**src/hw/rtl/pfa_pkg.sv**
```systemverilog
// pfa_pkg: sizes, codes and controller types for the partition fit allocator.
// No dependencies; imported by every module of the block.
package pfa_pkg;

	localparam int PARTITIONS = 8;
	localparam int SIZE_BITS  = 16;
	localparam int PIDX_W     = $clog2(PARTITIONS);

	localparam int OP_W     = 2;
	localparam int PINDEX_W = 3;
	localparam int AMOUNT_W = 16;
	localparam int PART_W   = 3;
	localparam int REM_W    = 16;
	localparam int ALLOC_W  = 16;

	localparam int S_DATA_W = 24;
	localparam int M_DATA_W = 40;

	typedef enum logic [OP_W-1:0] {
		OP_LOAD  = 2'd0,
		OP_ALLOC = 2'd1,
		OP_CLEAR = 2'd2
	} op_t;

	typedef enum logic [1:0] {
		FIT_FIRST = 2'd0,
		FIT_BEST  = 2'd1,
		FIT_WORST = 2'd2,
		FIT_NEXT  = 2'd3
	} fit_mode_t;

	typedef enum logic [1:0] {
		ST_IDLE,
		ST_SCAN,
		ST_EXEC
	} state_t;

	typedef struct packed {
		logic capture;
		logic scan_step;
		logic commit;
	} ctrl_cmd_t;

	typedef struct packed {
		logic scan_last;
	} dp_status_t;

endpackage

```
**src/hw/rtl/pfa_ctrl.sv**
```systemverilog
// pfa_ctrl: transaction sequencer for the partition fit allocator.
// Depends on pfa_pkg; drives pfa_dpath through ctrl_cmd_t.
module pfa_ctrl
	import pfa_pkg::*;
(
	input  logic            clk,
	input  logic            arst_n,
	input  logic            s_tvalid,
	output logic            s_tready,
	input  logic [OP_W-1:0] op,
	output logic            m_tvalid,
	input  logic            m_tready,
	input  dp_status_t      status,
	output ctrl_cmd_t       cmd
);

	state_t state_q, state_nxt;
	logic   m_tvalid_q;
	logic   out_free;

	assign out_free = !m_tvalid_q || m_tready;
	assign m_tvalid = m_tvalid_q;

	always_comb begin
		state_nxt = state_q;
		unique case (state_q)
			ST_IDLE: begin
				if (s_tvalid) begin
					state_nxt = (op == OP_ALLOC) ? ST_SCAN : ST_EXEC;
				end
			end
			ST_SCAN: begin
				if (status.scan_last) begin
					state_nxt = ST_EXEC;
				end
			end
			ST_EXEC: begin
				if (out_free) begin
					state_nxt = ST_IDLE;
				end
			end
			default: state_nxt = ST_IDLE;
		endcase
	end

	always_comb begin
		s_tready      = (state_q == ST_IDLE);
		cmd.capture   = (state_q == ST_IDLE) && s_tvalid;
		cmd.scan_step = (state_q == ST_SCAN);
		cmd.commit    = (state_q == ST_EXEC) && out_free;
	end

	always_ff @(posedge clk or negedge arst_n) begin
		if (!arst_n) begin
			state_q    <= ST_IDLE;
			m_tvalid_q <= 1'b0;
		end else begin
			state_q <= state_nxt;
			if (cmd.commit) begin
				m_tvalid_q <= 1'b1;
			end else if (m_tready) begin
				m_tvalid_q <= 1'b0;
			end
		end
	end

endmodule

```
**src/hw/rtl/pfa_dpath.sv**
```systemverilog
// pfa_dpath: partition tables, fit-policy scan unit and result register.
// Depends on pfa_pkg; sequenced by pfa_ctrl.
module pfa_dpath
	import pfa_pkg::*;
(
	input  logic                clk,
	input  logic                arst_n,
	input  logic                cfg_wr_en,
	input  logic [1:0]          cfg_wr_data,
	input  ctrl_cmd_t           cmd,
	output dp_status_t          status,
	input  logic [OP_W-1:0]     op,
	input  logic [PINDEX_W-1:0] part_index,
	input  logic [AMOUNT_W-1:0] amount,
	output logic                ok,
	output logic [PART_W-1:0]   chosen_partition,
	output logic [REM_W-1:0]    part_remaining,
	output logic [ALLOC_W-1:0]  part_allocated
);

	logic [SIZE_BITS-1:0] cap_q   [PARTITIONS];
	logic [SIZE_BITS-1:0] rem_q   [PARTITIONS];
	logic [SIZE_BITS-1:0] alloc_q [PARTITIONS];
	logic [PIDX_W-1:0]    next_start_q;
	logic [1:0]           mode_q;

	logic [OP_W-1:0]      op_q;
	logic [PINDEX_W-1:0]  idx_q;
	logic [SIZE_BITS-1:0] amt_q;

	logic [PIDX_W-1:0]    k_q;
	logic                 found_q;
	logic [PIDX_W-1:0]    sel_q;
	logic [SIZE_BITS-1:0] best_q;
	logic [SIZE_BITS-1:0] sel_alloc_q;

	logic [PIDX_W:0]      idx_sum;
	logic [PIDX_W-1:0]    cur_idx;
	logic                 fits;
	logic [SIZE_BITS-1:0] left;
	logic                 take;
	logic                 load_ok;
	logic [PIDX_W-1:0]    load_idx;
	logic [SIZE_BITS-1:0] alloc_new;

	logic                 res_ok;
	logic [PART_W-1:0]    res_part;
	logic [REM_W-1:0]     res_rem;
	logic [ALLOC_W-1:0]   res_alloc;

	// circular index for next fit, plain index otherwise
	always_comb begin
		idx_sum = {1'b0, k_q};
		if (mode_q == FIT_NEXT) begin
			idx_sum = {1'b0, next_start_q} + {1'b0, k_q};
			if (idx_sum >= (PIDX_W+1)'(PARTITIONS)) begin
				idx_sum = idx_sum - (PIDX_W+1)'(PARTITIONS);
			end
		end
		cur_idx = idx_sum[PIDX_W-1:0];
	end

	assign fits = (amt_q <= rem_q[cur_idx]);
	assign left = rem_q[cur_idx] - amt_q;

	always_comb begin
		take = 1'b0;
		unique case (mode_q)
			FIT_FIRST, FIT_NEXT: take = fits && !found_q;
			FIT_BEST:            take = fits && (!found_q || left < best_q);
			FIT_WORST:           take = fits && (!found_q || left >= best_q);
			default:             take = 1'b0;
		endcase
	end

	assign status.scan_last = (k_q == PIDX_W'(PARTITIONS - 1));
	assign load_ok          = (32'(idx_q) < PARTITIONS);
	assign load_idx         = PIDX_W'(idx_q);
	assign alloc_new        = sel_alloc_q + amt_q;

	always_ff @(posedge clk or negedge arst_n) begin
		if (!arst_n) begin
			mode_q <= FIT_FIRST;
		end else if (cfg_wr_en) begin
			mode_q <= cfg_wr_data;
		end
	end

	always_ff @(posedge clk) begin
		if (cmd.capture) begin
			op_q  <= op;
			idx_q <= part_index;
			amt_q <= SIZE_BITS'(amount);
		end
	end

	always_ff @(posedge clk or negedge arst_n) begin
		if (!arst_n) begin
			k_q     <= '0;
			found_q <= 1'b0;
		end else if (cmd.capture) begin
			k_q     <= '0;
			found_q <= 1'b0;
		end else if (cmd.scan_step) begin
			k_q <= k_q + PIDX_W'(1);
			if (take) begin
				found_q <= 1'b1;
			end
		end
	end

	always_ff @(posedge clk) begin
		if (cmd.scan_step && take) begin
			sel_q       <= cur_idx;
			best_q      <= left;
			sel_alloc_q <= alloc_q[cur_idx];
		end
	end

	always_ff @(posedge clk or negedge arst_n) begin
		if (!arst_n) begin
			for (int i = 0; i < PARTITIONS; i++) begin
				cap_q[i]   <= '0;
				rem_q[i]   <= '0;
				alloc_q[i] <= '0;
			end
			next_start_q <= '0;
		end else if (cmd.commit) begin
			if (op_q == OP_LOAD) begin
				if (load_ok) begin
					cap_q[load_idx]   <= amt_q;
					rem_q[load_idx]   <= amt_q;
					alloc_q[load_idx] <= '0;
				end
			end else if (op_q == OP_ALLOC) begin
				if (found_q) begin
					rem_q[sel_q]   <= best_q;
					alloc_q[sel_q] <= alloc_new;
					if (mode_q == FIT_NEXT) begin
						next_start_q <= sel_q;
					end
				end
			end else if (op_q == OP_CLEAR) begin
				for (int i = 0; i < PARTITIONS; i++) begin
					rem_q[i]   <= cap_q[i];
					alloc_q[i] <= '0;
				end
				next_start_q <= '0;
			end
		end
	end

	always_comb begin
		res_ok    = 1'b0;
		res_part  = '0;
		res_rem   = '0;
		res_alloc = '0;
		unique case (op_q)
			OP_LOAD: begin
				if (load_ok) begin
					res_ok   = 1'b1;
					res_part = idx_q;
					res_rem  = REM_W'(amt_q);
				end
			end
			OP_ALLOC: begin
				if (found_q) begin
					res_ok    = 1'b1;
					res_part  = PART_W'(sel_q);
					res_rem   = REM_W'(best_q);
					res_alloc = ALLOC_W'(alloc_new);
				end
			end
			OP_CLEAR: begin
				res_ok  = 1'b1;
				res_rem = REM_W'(cap_q[0]);
			end
			default: res_ok = 1'b0;
		endcase
	end

	always_ff @(posedge clk) begin
		if (cmd.commit) begin
			ok               <= res_ok;
			chosen_partition <= res_part;
			part_remaining   <= res_rem;
			part_allocated   <= res_alloc;
		end
	end

endmodule

```
**src/hw/rtl/partition_fit_allocator.sv**
```systemverilog
// partition_fit_allocator: fixed-partition allocator, first/best/worst/next fit.
// Depends on pfa_pkg, pfa_ctrl and pfa_dpath.
//
//   channel   dir  handshake           payload
//   s_*       in   s_tvalid/s_tready   tuser: op; tdata: part_index, amount
//   m_*       out  m_tvalid/m_tready   tuser: ok; tdata: chosen, remaining, allocated
//   cfg_*     in   cfg_wr_en           cfg_wr_data: fit_mode
//
// Allocate: an accept state, then a scan of all PARTITIONS partitions (one
// partition per cycle through the shared compare unit), then a commit state.
// Load, clear and unknown ops skip the scan. One transaction in flight.
// Reset clears all tables, next-fit start and fit_mode to zero.
// A stalled result holds in the output register; the next transaction is
// accepted meanwhile and waits at commit until the register frees.
module partition_fit_allocator
	import pfa_pkg::*;
(
	input  logic                clk,
	input  logic                arst_n,
	input  logic                cfg_wr_en,
	input  logic [1:0]          cfg_wr_data,
	input  logic                s_tvalid,
	output logic                s_tready,
	input  logic [OP_W-1:0]     s_tuser,   // op
	input  logic [S_DATA_W-1:0] s_tdata,   // part_index[2:0], amount[18:3], zero pad
	output logic                m_tvalid,
	input  logic                m_tready,
	output logic                m_tuser,   // ok
	output logic [M_DATA_W-1:0] m_tdata    // chosen[2:0], remaining[18:3], allocated[34:19]
);

	ctrl_cmd_t             cmd;
	dp_status_t            status;
	logic [PART_W-1:0]     chosen_partition;
	logic [REM_W-1:0]      part_remaining;
	logic [ALLOC_W-1:0]    part_allocated;

	pfa_ctrl u_ctrl (
		.clk      (clk),
		.arst_n   (arst_n),
		.s_tvalid (s_tvalid),
		.s_tready (s_tready),
		.op       (s_tuser),
		.m_tvalid (m_tvalid),
		.m_tready (m_tready),
		.status   (status),
		.cmd      (cmd)
	);

	pfa_dpath u_dpath (
		.clk              (clk),
		.arst_n           (arst_n),
		.cfg_wr_en        (cfg_wr_en),
		.cfg_wr_data      (cfg_wr_data),
		.cmd              (cmd),
		.status           (status),
		.op               (s_tuser),
		.part_index       (s_tdata[PINDEX_W-1:0]),
		.amount           (s_tdata[PINDEX_W+AMOUNT_W-1:PINDEX_W]),
		.ok               (m_tuser),
		.chosen_partition (chosen_partition),
		.part_remaining   (part_remaining),
		.part_allocated   (part_allocated)
	);

	assign m_tdata = {{(M_DATA_W-PART_W-REM_W-ALLOC_W){1'b0}},
		part_allocated, part_remaining, chosen_partition};

endmodule

```
**config.mk**
```make
export PLATFORM = sky130hd
export DESIGN_NAME = partition_fit_allocator
export DESIGN_NICKNAME = d
export VERILOG_FILES = /design/src/hw/rtl/pfa_pkg.sv /design/src/hw/rtl/pfa_ctrl.sv /design/src/hw/rtl/pfa_dpath.sv /design/src/hw/rtl/partition_fit_allocator.sv
export SDC_FILE = /design/constraint.sdc
export NUM_CORES = 1
export LEC_CHECK = 0
export BUFFER_PORTS_ARGS = -buffer_cell sky130_fd_sc_hd__buf_4
export CORE_MARGIN = 1.5
export CORE_UTILIZATION = 61
export CTS_BUF_LIST = sky130_fd_sc_hd__clkbuf_16
export CTS_CLUSTER_DIAMETER = 50
export DETAILED_ROUTE_END_ITERATION = 8
export PLACE_DENSITY = 0.78
export SLEW_MARGIN = 0
export SYNTH_ARGS = -nofsm -noshare
export SYNTH_HDL_FRONTEND = slang
export SYNTH_SLANG_ARGS = --single-unit
```
**constraint.sdc**
```tcl
create_clock -name clk -period 7.39 [get_ports clk]
set_input_delay 1.1085 -clock clk [delete_from_list [all_inputs] [get_ports clk]]
set_output_delay 1.1085 -clock clk [all_outputs]
set_load 0.01 [all_outputs]
```
==> out/qor.yml <==
clock_tree:
  clock_tree.htree_level_count: 2
  clk_pin_slew_worst_paths_ps: 60
  clk_latency_ps: 600
  hold_buffers: 0
  max-clock-path-buffers: 3
  post_cts_buffers: 0
  cts.sinks: 488
  cts-root-buf: "clkbuf_16"
  cts_made_buffers: 50
  cts_tree: "built"
  ctsResizeCount: 0
routing:
  firstDrtPassIters: 6
  postRouteAntennaNets: 0
  route.vias.total: 18425
  via_per_inst: 6.90
  detail_route.wl_per_cell_microns: 25.4
  drt-initial-drc-count: 2481
  routed_wirelength_microns: 67700
  drcViolationCount: 0
power:
  p_leak_nw: 11.3
  vdd_drop_max_uv: 218
  p_total_mw: 9.94
  p_per_area_nw_per_um2: 379
worst_setup_path:
  max_stage_delay_ps: 610
  cp_max_fo: 32
  crit_chain: "ha_1, mux2i_4, buf_4, mux4_2, mux2i_1, ha_1, fa_1, nor2b_1, o21ai_0, a21o_1, a21oi_1, o21ai_0, o311ai_0, ha_1, a21o_1, a221oi_1, o211ai_1, mux2i_1, and3_2, buf_12"
  path_buf_inv: 2
  crit_top_cell: "ha_1"
  crit_arrival_ps: 7240
  crit_family: "compound AO/OA/AOI/OAI gates"
  worst-setup-path-type: "reg2reg"
  endpoint: "u_dpath.sel_alloc_q[0]$_DFFE_PP_"
  cp-startpoint: "u_dpath.mode_q[1]$_DFFE_PN0P_"
  start_kind: "register"
  cp.depth: 20
  reg2reg_slack_ps: 440
  critPathCaptureType: "register"
  rr_endpoint: "u_dpath.sel_alloc_q[0]$_DFFE_PP_"
  r2r_cells: 20
  worst_path_max_delay_cell: "ha_1"
  r2r_start: "u_dpath.mode_q[1]$_DFFE_PN0P_"
  crit_required_ps: 7690
yosys:
  async_flop_share_pct: 81.1
  ys.flop_type: "dfrtp_1"
  yosysUniqueCellTypes: 69
  synth_enable_flop_cells: 92
  ys_warn_count: 0
  seq_area_frac_synth_pct: 53.4
  ys_ff_latch: 488
  synth_area_sq_um: 23700
  syn_area_per_cell_sq_um: 11.2
  postSynthCellCount: 2112
job:
  maxCapViolations: 0
timing:
  hold_viol: 0
  final-setup-viol-count: 0
  clock.fmax_mhz: 144
  min_period_over_period_pct: 94.0
  worst_pin_slew_ps: 1290
  min_period_ps: 6950
  setup_tns_ps: 0
  fin_worst_skew_ps: 13.8
  timing.slew.headroom_pct: 13.3
  drv_slew: 0
  rsz0062_at_grt: "false"
  setup_ws_ps: 443
die:
  coreArea_sq_um: 38600
  dieArea_sq_um: 40100
  die_w_microns: 200
  start_util_pct: 61.5
  row_count: 72
  die_y_microns: 200
  pin_count: 76
hold_path:
  hold_path.class: "reg2reg"
placement:
  place.gp.congestion: 0.916
  dp_hpwl_microns: 44700
  io_buffers: 65
  place_area_sq_um: 24700
  dp_slack_ps: 625
final_layout:
  multi_input_area_sq_um: 10300
  fin_nets: 2198
  final_cell_mix: "dfrtp_1 (396), nand2_1 (271), a22o_1 (203)"
  layout_commonest_cell: "dfrtp_1"
  antenna_cells: 0
  area_growth_pct: 10.5
  fin_util_pct: 68.0
  seq_area_sq_um: 12700
  final_area_sq_um: 26200
  num-fill-cells: 2767
  final_layout_size_suffix_gt1_share_pct: 15.2
global_routing:
  grtUsageTotal_pct: 34.1
  grt_pass1_wl_microns: 106000
  gr-total-overflow: 0
  grt_pass1_vias: 18149
  antenna_found_initial: 0
  grt_max_degree: 194
status:
  status: "complete, no violations"
## flip-flops by register name, indices dropped and copies added, names as in the netlist, 16 cells and up
name                    cells
u_dpath.cap_q             128
u_dpath.amt_q              16
u_dpath.part_allocated     16
u_dpath.part_remaining     16
u_dpath.sel_alloc_q        16
u_dpath.alloc_q           128
u_dpath.best_q             16
u_dpath.rem_q             128
## worst min-delay path by stage
stage	start	end	slack (ps)	depth (start not counted)
global placement	u_dpath.alloc_q[124]$_DFFE_PN0P_	u_dpath.alloc_q[124]$_DFFE_PN0P_	450	2
finish	u_dpath.rem_q[26]$_DFFE_PN0P_	u_dpath.rem_q[26]$_DFFE_PN0P_	480	2
detailed placement	u_dpath.rem_q[5]$_DFFE_PN0P_	u_dpath.rem_q[5]$_DFFE_PN0P_	470	2
global route	u_dpath.rem_q[23]$_DFFE_PN0P_	u_dpath.rem_q[23]$_DFFE_PN0P_	490	2
floorplan	u_dpath.alloc_q[12]$_DFFE_PN0P_	u_dpath.alloc_q[12]$_DFFE_PN0P_	440	2
CTS	u_dpath.rem_q[91]$_DFFE_PN0P_	u_dpath.rem_q[91]$_DFFE_PN0P_	480	2
## where the power goes
| part | internal [mW] | switching, mW |
|---|---|---|
| logic | 1.47 | 2.00 |
| clock network | 1.25 | 1.08 |
| registers | 3.60 | 0.539 |
| total | 6.32 | 3.62 |
## worst register-to-register path, delay by kind of cell (launching register included)
family,cells,cell delay (ps)
buffers and inverters,2,830
AOI/OAI and AO/OA,8,2100
adders and majority gates,4,1700
muxes,4,1020
and+or+nand+nor,2,590
DFF,1,390
## cell families after synthesis
logic type / share of synthesized area (%)
compound gates: 20.3
simple gates: 9.92
flops: 53.4
buf+inv: 4.05
mux: 8.49
fa+ha+maj: 2.99
xor+xnor: 0.849
other cells: 0.0158
## cell type report
| class | count | share of cell area [%] |
|---|---|---|
| sequential | 488 | 48.3 |
| multi-input combinational | 1408 | 39.4 |
| clock buffer | 51 | 4.87 |
| timing repair buffer | 110 | 3.42 |
| tap | 518 | 2.47 |
| clock inverter | 42 | 0.773 |
| inverter | 52 | 0.745 |
## synth_stat cells (all sizes together) (3+ instances only)
master     n  area share (%)
o21ai    204             4.3
a21oi     50             1.1
nand2    272             4.3
a22o     203             7.5
a2111oi    3            0.11
clkbuf    94             1.5
a221oi   104             3.8
o22ai     16            0.42
a211oi     8            0.27
mux2i     19            0.85
xor2       5            0.18
inv       52            0.82
xnor2     18            0.66
mux2      33             1.6
nor3b      3            0.16
fa         3            0.25
dfrtp    396              42
mux4      64             6.1
nor2     156             2.5
o41ai      3            0.11
and3       8            0.21
nand2b    16            0.45
nand4      6            0.16
o21a       5            0.16
a222oi    17            0.72
o311ai    11            0.41
a21o      13            0.42
o211ai     3           0.095
nand3b     4            0.13
nor3      34            0.87
nand3     13            0.27
and2      17            0.45
o31ai     11            0.35
ha        52             2.7
nor2b      8            0.21
edfxtp    92              12
buf       74             1.7
## per-layer routing
layer  track usage, %  part of all wire [%]  wire length, microns
met2             50.6                    44                 30000
met5                0                     0                     0
met3             10.6                    12                  8430
met4             12.8                   3.6                  2410
met1             47.5                    40                 26900
## metrics by stage
stage	std cells	hold WS [ps]
after floorplan	2116	443
after global placement	2576	454
after detailed placement	2576	465
after CTS	2669	478
after global routing	2669	486
final	2669	476
Power figures use the tool's default switching activity.
